## src/hdl/bjl_pkg.sv

```systemverilog
// Shared types and constants for the Barth-Jespersen gradient limiter.
package bjl_pkg;

    localparam int DATA_W      = 32;
    localparam int ACC_W       = 50;
    localparam int PHI_W       = 17;
    localparam int DIV_STEPS   = 16;
    localparam int STEP_W      = 4;
    localparam int CELL_IDX_W  = 10;
    localparam int CFG_DATA_W  = 16;
    localparam int CFG_CELLS_W = 11;
    localparam int CFG_FACES_W = 13;
    localparam int CFG_DB_W    = 16;
    localparam int CFG_CELLS_RESET = 1024;
    localparam int CFG_FACES_RESET = 4096;

    localparam logic [PHI_W-1:0] PHI_ONE = 17'h10000;

    localparam logic [1:0] FUNC_LOAD_CELL = 2'd0;
    localparam logic [1:0] FUNC_LOAD_FACE = 2'd1;
    localparam logic [1:0] FUNC_COMPUTE   = 2'd2;
    localparam logic [1:0] FUNC_READ      = 2'd3;

    localparam logic [1:0] CFG_CELLS = 2'd0;
    localparam logic [1:0] CFG_FACES = 2'd1;
    localparam logic [1:0] CFG_DB    = 2'd2;

    typedef struct packed {
        logic accept;
        logic clr_step;
        logic idx_clr;
        logic init_rd;
        logic init_wr;
        logic face_clr;
        logic face_rd;
        logic face_next;
        logic var_next;
        logic mm_rd;
        logic mm_wl;
        logic mm_wr;
        logic lm_rd;
        logic mul;
        logic acc;
        logic chk;
        logic div;
        logic lm_wr;
        logic read_out;
        logic finish;
    } bjl_cmd_t;

    typedef struct packed {
        logic clr_last;
        logic idx_last;
        logic face_skip;
        logic face_last;
        logic var_last;
        logic side_right;
        logic dim_last;
        logic trivial;
        logic div_last;
    } bjl_stat_t;

endpackage

```

## src/hdl/bjl_ctrl.sv

```systemverilog
// Sequencer for load, read, clearing pass and the compute walk.
module bjl_ctrl
    import bjl_pkg::*;
(
    input  logic       clk,
    input  logic       rst_n,
    input  logic       start,
    input  logic [1:0] func,
    input  bjl_stat_t  st,
    output logic       busy,
    output bjl_cmd_t   cmd
);

    typedef enum logic [18:0] {
        S_CLEAR   = 19'h00001,
        S_IDLE    = 19'h00002,
        S_READ    = 19'h00004,
        S_INIT_RD = 19'h00008,
        S_INIT_WR = 19'h00010,
        S_MM_FACE = 19'h00020,
        S_MM_FCHK = 19'h00040,
        S_MM_RD   = 19'h00080,
        S_MM_WL   = 19'h00100,
        S_MM_WR   = 19'h00200,
        S_LM_FACE = 19'h00400,
        S_LM_FCHK = 19'h00800,
        S_LM_RD   = 19'h01000,
        S_LM_MUL  = 19'h02000,
        S_LM_ACC  = 19'h04000,
        S_LM_CHK  = 19'h08000,
        S_LM_DIV  = 19'h10000,
        S_LM_WR   = 19'h20000,
        S_DONE    = 19'h40000
    } state_t;

    state_t state_reg, state_next;

    always_ff @(posedge clk or negedge rst_n)
    begin
        if (!rst_n)
        begin
            state_reg <= S_CLEAR;
        end
        else
        begin
            state_reg <= state_next;
        end
    end

    assign busy = (state_reg != S_IDLE);

    always_comb
    begin
        state_next = state_reg;
        cmd        = '0;
        unique case (state_reg)
            S_CLEAR:
            begin
                cmd.clr_step = 1'b1;
                if (st.clr_last)
                begin
                    state_next = S_IDLE;
                end
            end
            S_IDLE:
            begin
                if (start)
                begin
                    cmd.accept = 1'b1;
                    if (func == FUNC_READ)
                    begin
                        state_next = S_READ;
                    end
                    else if (func == FUNC_COMPUTE)
                    begin
                        cmd.idx_clr = 1'b1;
                        state_next  = S_INIT_RD;
                    end
                end
            end
            S_READ:
            begin
                cmd.read_out = 1'b1;
                state_next   = S_IDLE;
            end
            S_INIT_RD:
            begin
                cmd.init_rd = 1'b1;
                state_next  = S_INIT_WR;
            end
            S_INIT_WR:
            begin
                cmd.init_wr = 1'b1;
                if (st.idx_last)
                begin
                    cmd.face_clr = 1'b1;
                    state_next   = S_MM_FACE;
                end
                else
                begin
                    state_next = S_INIT_RD;
                end
            end
            S_MM_FACE:
            begin
                cmd.face_rd = 1'b1;
                state_next  = S_MM_FCHK;
            end
            S_MM_FCHK:
            begin
                if (st.face_skip)
                begin
                    cmd.face_next = 1'b1;
                    if (st.face_last)
                    begin
                        cmd.face_clr = 1'b1;
                        state_next   = S_LM_FACE;
                    end
                    else
                    begin
                        state_next = S_MM_FACE;
                    end
                end
                else
                begin
                    state_next = S_MM_RD;
                end
            end
            S_MM_RD:
            begin
                cmd.mm_rd  = 1'b1;
                state_next = S_MM_WL;
            end
            S_MM_WL:
            begin
                cmd.mm_wl  = 1'b1;
                state_next = S_MM_WR;
            end
            S_MM_WR:
            begin
                cmd.mm_wr    = 1'b1;
                cmd.var_next = 1'b1;
                if (st.var_last)
                begin
                    cmd.face_next = 1'b1;
                    if (st.face_last)
                    begin
                        cmd.face_clr = 1'b1;
                        state_next   = S_LM_FACE;
                    end
                    else
                    begin
                        state_next = S_MM_FACE;
                    end
                end
                else
                begin
                    state_next = S_MM_RD;
                end
            end
            S_LM_FACE:
            begin
                cmd.face_rd = 1'b1;
                state_next  = S_LM_FCHK;
            end
            S_LM_FCHK:
            begin
                if (st.face_skip)
                begin
                    cmd.face_next = 1'b1;
                    state_next    = st.face_last ? S_DONE : S_LM_FACE;
                end
                else
                begin
                    state_next = S_LM_RD;
                end
            end
            S_LM_RD:
            begin
                cmd.lm_rd  = 1'b1;
                state_next = S_LM_MUL;
            end
            S_LM_MUL:
            begin
                cmd.mul    = 1'b1;
                state_next = S_LM_ACC;
            end
            S_LM_ACC:
            begin
                cmd.acc    = 1'b1;
                state_next = st.dim_last ? S_LM_CHK : S_LM_MUL;
            end
            S_LM_CHK:
            begin
                cmd.chk    = 1'b1;
                state_next = st.trivial ? S_LM_WR : S_LM_DIV;
            end
            S_LM_DIV:
            begin
                cmd.div = 1'b1;
                if (st.div_last)
                begin
                    state_next = S_LM_WR;
                end
            end
            S_LM_WR:
            begin
                cmd.lm_wr  = 1'b1;
                state_next = S_LM_RD;
                if (st.side_right)
                begin
                    cmd.var_next = 1'b1;
                    if (st.var_last)
                    begin
                        cmd.face_next = 1'b1;
                        state_next    = st.face_last ? S_DONE : S_LM_FACE;
                    end
                end
            end
            S_DONE:
            begin
                cmd.finish = 1'b1;
                state_next = S_IDLE;
            end
            default:
            begin
                state_next = S_IDLE;
            end
        endcase
    end

endmodule

```

## config.mk

```make
export PLATFORM = sky130hd
export DESIGN_NAME = bjl_ctrl
export DESIGN_NICKNAME = d
export VERILOG_FILES = /design/src/hdl/bjl_pkg.sv /design/src/hdl/bjl_ctrl.sv
export SDC_FILE = /design/constraint.sdc
export NUM_CORES = 1
export LEC_CHECK = 0
export ABC_AREA = 1
export BUFFER_PORTS_ARGS = -buffer_cell sky130_fd_sc_hd__buf_2
export CORE_AREA = 10 10 67 81
export CTS_CLUSTER_SIZE = 28
export DETAILED_ROUTE_END_ITERATION = 10
export DIE_AREA = 0 0 77 91
export GPL_TIMING_DRIVEN = 0
export PLACE_DENSITY = 0.63
export REMOVE_ABC_BUFFERS = 1
export SYNTH_ARGS = -nofsm -noshare
export SYNTH_HDL_FRONTEND = slang
export SYNTH_SLANG_ARGS = --single-unit
```

## constraint.sdc

```tcl
create_clock -name clk -period 1.71 [get_ports clk]
set_clock_uncertainty 0.15 [all_clocks]
set_input_delay 0.342 -clock clk [delete_from_list [all_inputs] [get_ports clk]]
set_output_delay 0.342 -clock clk [all_outputs]
set_load 0.005 [all_outputs]
```

==> impl_metrics.prom, run 1 <==
# TYPE chip_impl_metric gauge
chip_impl_metric{name="totalNegativeSetupSlack",unit="ps"} -9892
chip_impl_metric{name="final_cell_area",unit="sq um"} 2221
chip_impl_metric{name="half_perimeter_wire_length_after_placement",unit="mm"} 2.723
chip_impl_metric{name="postLayoutSetupSlackWorst",unit="ps"} -520.0
chip_impl_metric{name="nets_finish",unit=""} 279
chip_impl_info{name="holdCritStartpoint",value="st[2]"} 1
chip_impl_metric{name="num_rows",unit=""} 25
chip_impl_metric{name="ioPinCount",unit=""} 35
chip_impl_info{name="worst_setup_path_start_kind",value="flop"} 1
chip_impl_metric{name="complex_gate_fraction_of_the_synthesized_area",unit="%"} 7.048
chip_impl_metric{name="drv_slew",unit=""} 0
chip_impl_metric{name="seq_area_frac_synth",unit="%"} 36.29
chip_impl_info{name="cp-end-kind",value="output pin"} 1
chip_impl_metric{name="post_drt_wl_per_cell",unit="microns"} 13.14
chip_impl_metric{name="antenna_cells",unit=""} 0
chip_impl_metric{name="seqPwrFrac",unit="%"} 24.5
chip_impl_metric{name="syn_inst",unit=""} 191
chip_impl_metric{name="layout.cells.non_filler",unit=""} 318
chip_impl_metric{name="leakagePower",unit="nW"} 1.230
chip_impl_metric{name="power.combinational.fraction",unit="%"} 59.7
chip_impl_metric{name="synth-xor-area-share",unit="%"} 0
chip_impl_info{name="run_status",value="finished with violations"} 1
chip_impl_metric{name="cts.path.max_buffers",unit=""} 2
chip_impl_metric{name="regArea",unit="sq um"} 476.7
chip_impl_metric{name="worstPathArrival",unit="ps"} 1740
chip_impl_metric{name="switchingPower",unit="uW"} 829.2
chip_impl_metric{name="drv.max_cap_violation_count",unit=""} 0
chip_impl_metric{name="drive_gt1_share",unit="%"} 51.52
chip_impl_info{name="combinational_family_with_the_most_area_after_synthesis",value="simple AND/OR/NAND/NOR gates"} 1
chip_impl_info{name="most-common-layout-cells",value="36 x sky130_fd_sc_hd__inv_1, 27 x sky130_fd_sc_hd__buf_2, 25 x sky130_fd_sc_hd__nand2_1, 24 x sky130_fd_sc_hd__nor2_1, 23 x sky130_fd_sc_hd__buf_6"} 1
chip_impl_metric{name="htree_num_levels",unit=""} 1
chip_impl_metric{name="reg2reg_slack",unit="ps"} -260
chip_impl_info{name="worst_hold_path_ep",value="state_reg[15]$_DFFE_PN0P_"} 1
chip_impl_metric{name="post_synthesis_share_of_cell_area_spent_on_full_adders_half_adders_and_majority_gates",unit="%"} 0
chip_impl_metric{name="share_clk_of_total_power",unit="%"} 15.8
chip_impl_metric{name="first_iter_violations",unit=""} 52
chip_impl_metric{name="dr_total_vias",unit=""} 1473
chip_impl_metric{name="layout_min_cycle_time",unit="ps"} 2230
chip_impl_metric{name="power.density_cell_area",unit="nW/um^2"} 920.3
chip_impl_metric{name="drt_drc_violations_left",unit=""} 0
chip_impl_metric{name="gr-total-overflow",unit=""} 0
chip_impl_metric{name="mappedNetlistArea",unit="sq um"} 1314
chip_impl_info{name="critical_path.reg2reg.endpoint",value="state_reg[17]$_DFFE_PN0P_"} 1
chip_impl_metric{name="postSynth.asyncResetShare",unit="%"} 100.0
chip_impl_metric{name="place_congestion",unit=""} 0.8286
chip_impl_metric{name="largest_register_ff_count",unit=""} 19
chip_impl_info{name="crit_type",value="flop to output pin"} 1
chip_impl_info{name="cts.root.buffer_cell",value="sky130_fd_sc_hd__clkbuf_8"} 1
chip_impl_metric{name="numPlacedInstances",unit=""} 279
chip_impl_metric{name="fmax",unit="MHz"} 448.4
chip_impl_metric{name="grt_pass1_vias",unit=""} 1413
chip_impl_metric{name="synth.mux.area_fraction",unit="%"} 0
chip_impl_metric{name="detail-route-antenna-nets",unit=""} 0
chip_impl_metric{name="tritoncts.num_buffers",unit=""} 3
chip_impl_metric{name="layout-area-overhead-vs-synth",unit="%"} 69.05
chip_impl_metric{name="worst_slew_margin_rel",unit="%"} 69.70
chip_impl_info{name="cts_tree",value="yes"} 1
chip_impl_info{name="violated_checks",value="setup timing"} 1
chip_impl_metric{name="synth-seq-cells",unit=""} 19
chip_impl_metric{name="start_util",unit="%"} 34.15
chip_impl_metric{name="cp.required",unit="ps"} 1220
chip_impl_metric{name="synth_edf_count",unit=""} 0
chip_impl_metric{name="floorplan.die_area",unit="sq um"} 7007
chip_impl_metric{name="final_core_util",unit="%"} 57.72
chip_impl_info{name="layout_commonest_cell",value="sky130_fd_sc_hd__inv_1"} 1
chip_impl_metric{name="max_slew.worst_pin.slew",unit="ps"} 454.4
chip_impl_metric{name="fp.dieW",unit="microns"} 77
chip_impl_metric{name="first_pass_iters",unit=""} 4
chip_impl_metric{name="yosysWarningCount",unit=""} 0
chip_impl_metric{name="final.fill_count",unit=""} 333
chip_impl_metric{name="floorplan.core_area",unit="sq um"} 3847
chip_impl_metric{name="hold-path-cell-count",unit=""} 3
chip_impl_metric{name="finalSetupViolCount",unit=""} 27
chip_impl_metric{name="clk_pin_slew_worst_paths",unit="ps"} 80
chip_impl_metric{name="vias_per_cell",unit=""} 4.632
chip_impl_metric{name="sw_frac_of_total",unit="%"} 40.57
chip_impl_metric{name="ir_drop",unit="mV"} 0.7347
chip_impl_metric{name="grt_resource_usage_total",unit="%"} 10.70
chip_impl_metric{name="die-height",unit="microns"} 91
chip_impl_metric{name="global_route_wire_length_before_repair",unit="mm"} 6.265
chip_impl_metric{name="clkSinkCount",unit=""} 19
chip_impl_metric{name="port-buffer-count",unit=""} 34
chip_impl_info{name="hold_class",value="input port to flop"} 1
chip_impl_info{name="rsz0062_at_grt",value="yes"} 1
chip_impl_metric{name="internal_power",unit="mW"} 1.215
chip_impl_metric{name="worstRegToRegCells",unit=""} 12
chip_impl_metric{name="grt_start_max_net_pins",unit=""} 20
chip_impl_metric{name="multi_input_combinational_cell_area",unit="sq um"} 914.6
chip_impl_metric{name="antenna_violations_before_repair",unit=""} 0
chip_impl_info{name="main_synth_ff_type",value="sky130_fd_sc_hd__dfrtp_1"} 1
chip_impl_metric{name="path_max_fanout",unit=""} 6
chip_impl_metric{name="drt-total-wl",unit="mm"} 4.177
chip_impl_metric{name="hold_viol",unit=""} 0
chip_impl_metric{name="place_worst_setup_slack",unit="ps"} -325.8
chip_impl_info{name="timing.rr.start",value="state_reg[0]$_DFFE_PN1P_"} 1
chip_impl_metric{name="synthSimpleGateAreaFrac",unit="%"} 44.10
chip_impl_metric{name="clkLatencyLatePin",unit="ps"} 260
chip_impl_metric{name="avgSynthCellArea",unit="sq um"} 6.878
chip_impl_metric{name="finalCritPeriodShare",unit="%"} 130.4
chip_impl_metric{name="post_synth_cell_types",unit=""} 23
chip_impl_metric{name="detailed_place.area",unit="sq um"} 1551
[worst max-delay path, cell delays in order, from the launching register on]
cell and delay [ps]:
sky130_fd_sc_hd__dfrtp_1 410, sky130_fd_sc_hd__nor2_2 150, sky130_fd_sc_hd__nand2_2 120, sky130_fd_sc_hd__nor2_4 260
sky130_fd_sc_hd__nand3_2 190, sky130_fd_sc_hd__nand2_2 120, sky130_fd_sc_hd__a22o_1 130, sky130_fd_sc_hd__buf_2 100
[routing by layer]
layer  routed length (microns)  GRT usage (%)
met4                       124          7.470
met5                         0              0
met1                      1725          11.49
met2                      2187          18.45
met3                       140          2.071
[power groups by stage]
stage,Clock (mW),Sequential (mW),Combinational [mW]
2_1_floorplan,0,0.502,0.451
3_3_place_gp,0,0.505,0.610
3_5_place_dp,0,0.506,0.616
4_1_cts,0.332,0.499,0.826
5_1_grt,0.356,0.504,1.32
6_report,0.322,0.500,1.22
[kinds of logic after synthesis]
family | Yosys count
flip-flops | 19
AO/OA/AOI/OAI | 15
AND/OR/NAND/NOR | 113
buffers and inverters | 44
[area by class of cell]
type	instances	share of cell area, %
clock buffer	4	2.028
inverter	44	7.437
timing repair buffer	69	24.85
multi-input combinational	128	41.18
tap	54	3.042
sequential	19	21.46
[how the worst max path moves through the flow]
stage,start,endpoint,slack [ps],depth (start not counted)
3_3_place_gp,state_reg[15]$_DFFE_PN0P_,cmd[14],-340,9
4_1_cts,state_reg[14]$_DFFE_PN0P_,cmd[12],-520,9
3_5_place_dp,state_reg[11]$_DFFE_PN0P_,cmd[12],-330,9
5_1_grt,state_reg[15]$_DFFE_PN0P_,cmd[12],-680,9
2_1_floorplan,state_reg[10]$_DFFE_PN0P_,cmd[12],-70,8
6_report,state_reg[15]$_DFFE_PN0P_,cmd[12],-520,7
[metrics by stage]
step / hold WS (ps) / power (mW)
5_1_grt: 142.3 / 2.183
4_1_cts: 135.5 / 1.656
6_report: 148.3 / 2.044
3_5_place_dp: 175.6 / 1.121
2_1_floorplan: -103.6 / 0.9533
3_3_place_gp: 170.0 / 1.115
[cell usage after synthesis (2+ instances only)]
cell type,instances,area share [%]
sky130_fd_sc_hd__nand2_2,11,5.2
sky130_fd_sc_hd__nor2_4,5,4.3
sky130_fd_sc_hd__nor2_1,31,8.9
sky130_fd_sc_hd__a21oi_1,2,0.76
sky130_fd_sc_hd__nand3_2,3,2.3
sky130_fd_sc_hd__inv_1,42,12
sky130_fd_sc_hd__nand2_1,29,8.3
sky130_fd_sc_hd__nor2_2,7,3.3
sky130_fd_sc_hd__o21ai_0,7,2.7
sky130_fd_sc_hd__nor3_1,8,3.0
sky130_fd_sc_hd__dfrtp_1,18,34
sky130_fd_sc_hd__o22ai_1,2,0.95
sky130_fd_sc_hd__inv_2,2,0.57
sky130_fd_sc_hd__nand3_1,15,5.7
[timing repair]
action	in CTS	in global routing
setup endpoints to repair	25	30
hold buffers	1	0
setup buffers	15	21
resized for setup	30	48
endpoints found under the hold margin	18	0
pin swaps	10	21
(Power assumes the default switching activity.)
==> run 2, diff against run 1 <==
--- a/config.mk
+++ b/config.mk
@@ -6,13 +6,13 @@
 export NUM_CORES = 1
 export LEC_CHECK = 0
 export ABC_AREA = 1
-export BUFFER_PORTS_ARGS = -buffer_cell sky130_fd_sc_hd__buf_2
 export CORE_AREA = 10 10 67 81
 export CTS_CLUSTER_SIZE = 28
 export DETAILED_ROUTE_END_ITERATION = 10
 export DIE_AREA = 0 0 77 91
+export DONT_BUFFER_PORTS = 1
 export GPL_TIMING_DRIVEN = 0
-export PLACE_DENSITY = 0.63
+export PLACE_DENSITY = 0.45
 export REMOVE_ABC_BUFFERS = 1
 export SYNTH_ARGS = -nofsm -noshare
 export SYNTH_HDL_FRONTEND = slang
==> run 2 against run 1 <==
Net effect: the run still ends with setup timing left; fmax rose by 4.2%; non-clock buffer count fell by 18; count of clock-buffer cells in the layout did not move; setup slack improved by 89 ps; largest cell class unchanged.
==> impl_metrics.prom, run 2 (synthesis gave the netlist of run 1 again) <==
# TYPE chip_impl_metric gauge
chip_impl_info{name="run_status",value="finished with violations"} 1
chip_impl_info{name="violated_checks",value="setup timing"} 1
chip_impl_metric{name="finalSetupViolCount",unit=""} 27
chip_impl_metric{name="path_max_fanout",unit=""} 3
chip_impl_metric{name="power.density_cell_area",unit="nW/um^2"} 950.8
chip_impl_metric{name="drive_gt1_share",unit="%"} 52.44
chip_impl_metric{name="gr-total-overflow",unit=""} 0
chip_impl_metric{name="worst_slew_margin_rel",unit="%"} 36.73
chip_impl_metric{name="worstPathArrival",unit="ps"} 1650
chip_impl_metric{name="post_drt_wl_per_cell",unit="microns"} 14.67
chip_impl_info{name="critPathLaunch",value="state_reg[15]$_DFFE_PN0P_"} 1
chip_impl_metric{name="antenna_violations_before_repair",unit=""} 0
chip_impl_info{name="most-common-layout-cells",value="33 x sky130_fd_sc_hd__buf_4, 32 x sky130_fd_sc_hd__inv_1, 22 x sky130_fd_sc_hd__nor2_1, 21 x sky130_fd_sc_hd__nand2_1, 18 x sky130_fd_sc_hd__dfrtp_1"} 1
chip_impl_metric{name="nets_finish",unit=""} 261
chip_impl_metric{name="layout_min_cycle_time",unit="ps"} 2141
chip_impl_metric{name="postLayoutSetupSlackWorst",unit="ps"} -430.8
chip_impl_metric{name="floorplan.die_area",unit="sq um"} 7007
chip_impl_metric{name="grt_pass1_vias",unit=""} 1507
chip_impl_info{name="cts.root.buffer_cell",value="sky130_fd_sc_hd__clkbuf_8"} 1
chip_impl_info{name="cpMaxStageDelayCell",value="sky130_fd_sc_hd__dfrtp_1"} 1
chip_impl_metric{name="ir_drop",unit="mV"} 0.5488
chip_impl_metric{name="max_slew.worst_pin.slew",unit="ps"} 945.9
chip_impl_info{name="hold_class",value="input port to flop"} 1
chip_impl_metric{name="vias_per_cell",unit=""} 4.720
chip_impl_info{name="timing.rr.start",value="state_reg[11]$_DFFE_PN0P_"} 1
chip_impl_metric{name="drv_slew",unit=""} 0
chip_impl_metric{name="first_iter_violations",unit=""} 54
chip_impl_metric{name="drt_drc_violations_left",unit=""} 0
chip_impl_metric{name="grt_resource_usage_total",unit="%"} 12.21
chip_impl_metric{name="timing.critical_path.slowest_cell_delay",unit="ps"} 400
chip_impl_metric{name="place_congestion",unit=""} 0.7707
chip_impl_metric{name="drt-total-wl",unit="mm"} 4.402
chip_impl_metric{name="finalCritPeriodShare",unit="%"} 125.2
chip_impl_info{name="crit_path_cell_trace",value="nor2_2, nand2_2, nor2_4, nand3_2, nor2_1, inv_1, nand2_2, a22o_1"} 1
chip_impl_metric{name="detailed_place.area",unit="sq um"} 1381
chip_impl_metric{name="global_route_wire_length_before_repair",unit="mm"} 7.010
chip_impl_metric{name="cts.path.max_buffers",unit=""} 2
chip_impl_metric{name="ioPinCount",unit=""} 35
chip_impl_metric{name="htree_num_levels",unit=""} 1
chip_impl_info{name="holdCritStartpoint",value="st[2]"} 1
chip_impl_info{name="layout_commonest_cell",value="sky130_fd_sc_hd__buf_4"} 1
chip_impl_metric{name="first_pass_iters",unit=""} 4
chip_impl_metric{name="clkLatencyLatePin",unit="ps"} 260
chip_impl_info{name="crit_type",value="flop to output pin"} 1
chip_impl_metric{name="clk_pin_slew_worst_paths",unit="ps"} 80
chip_impl_metric{name="clkSinkCount",unit=""} 19
chip_impl_metric{name="start_util",unit="%"} 34.15
chip_impl_info{name="rsz0062_at_grt",value="yes"} 1
chip_impl_info{name="cts_tree",value="yes"} 1
chip_impl_metric{name="hold_viol",unit=""} 0
chip_impl_metric{name="final.hold.worst_slack",unit="ps"} 11.44
chip_impl_metric{name="die-height",unit="microns"} 91
chip_impl_metric{name="antenna_cells",unit=""} 0
chip_impl_info{name="worst_path_most_repeated_cell",value="sky130_fd_sc_hd__nand2_2"} 1
chip_impl_metric{name="dr_total_vias",unit=""} 1416
chip_impl_metric{name="num_rows",unit=""} 25
chip_impl_metric{name="fp.dieW",unit="microns"} 77
chip_impl_metric{name="final_core_util",unit="%"} 58.24
chip_impl_metric{name="leakagePower",unit="nW"} 1.144
chip_impl_metric{name="port-buffer-count",unit=""} 0
chip_impl_metric{name="final_cell_area",unit="sq um"} 2241
chip_impl_metric{name="grt_start_max_net_pins",unit=""} 20
chip_impl_metric{name="half_perimeter_wire_length_after_placement",unit="mm"} 2.844
chip_impl_metric{name="largest_register_ff_count",unit=""} 19
chip_impl_metric{name="fmax",unit="MHz"} 467.1
chip_impl_metric{name="cp.required",unit="ps"} 1220
chip_impl_info{name="cp-end-kind",value="output pin"} 1
chip_impl_info{name="worst_setup_path_start_kind",value="flop"} 1
chip_impl_metric{name="detail-route-antenna-nets",unit=""} 0
chip_impl_metric{name="tritoncts.num_buffers",unit=""} 3
chip_impl_metric{name="final.fill_count",unit=""} 356
chip_impl_metric{name="floorplan.core_area",unit="sq um"} 3847
chip_impl_metric{name="layout-area-overhead-vs-synth",unit="%"} 70.57
chip_impl_metric{name="drv.max_cap_violation_count",unit=""} 0
chip_impl_metric{name="place_worst_setup_slack",unit="ps"} -359.6
==> run 2: critical path, delay by kind of cell, from the launching register on <==
| family | cells | cell delay [ps] |
|---|---|---|
| AND/OR/NAND/NOR | 6 | 760 |
| AO/OA/AOI/OAI | 1 | 150 |
| flip-flops | 1 | 400 |
| buffers and inverters | 1 | 70 |
==> run 2: cell type report <==
cell class                 count  area [sq um]  share of cell area [%]
tap                           54         67.56                   3.015
multi-input combinational    128         991.0                   44.22
timing repair buffer          51         488.0                   21.78
clock buffer                   4         45.04                   2.010
inverter                      44         172.7                   7.705
sequential                    19         476.7                   21.27
==> run 2: timing repair <==
item | CTS | global route
resized for setup | 78 | 18
pin swaps | 32 | 25
setup endpoints to repair | 28 | 29
endpoints found under the hold margin | 19 | 0
hold buffers | 1 | 0
buffers inserted | 34 | 20
==> run 2: final timing paths <==
path | endpoint | slack, ps | depth (start not counted)
max | cmd[12] | -430 | 8
min | state_reg[13]$_DFFE_PN0P_ | 10 | 1
max reg2reg | state_reg[1]$_DFFE_PN0P_ | -330 | 13
min reg2reg | state_reg[1]$_DFFE_PN0P_ | 550 | 4
max in group asynchronous | state_reg[6]$_DFFE_PN0P_ | 310 | 1
min in group asynchronous | state_reg[15]$_DFFE_PN0P_ | 520 | 1
==> run 2: per-layer routing <==
metal | vias to the layer above | track usage (%) | wire length (microns) | share of wire [%]
met2 | 40 | 22.46 | 2370 | 54
li1 | 695 | - | - | -
met4 | 0 | 3.049 | 52 | 1.2
met5 | - | 0 | 0 | 0
met1 | 675 | 12.36 | 1598 | 36
met3 | 6 | 5.227 | 381 | 8.7
==> run 2: stage by stage <==
step                TNS, ps  power (mW)  std cells
finish                -7947       2.131        300
global route         -10950       2.270        300
CTS                   -6015       1.981        282
detailed placement    -1897       1.065        245
global placement      -1652       1.049        245
floorplan            -102.1      0.9533        191
==> run 2: power breakdown <==
group          internal, mW  switching (mW)
Combinational         0.591           0.709
Clock                 0.166           0.163
Sequential            0.478          0.0236
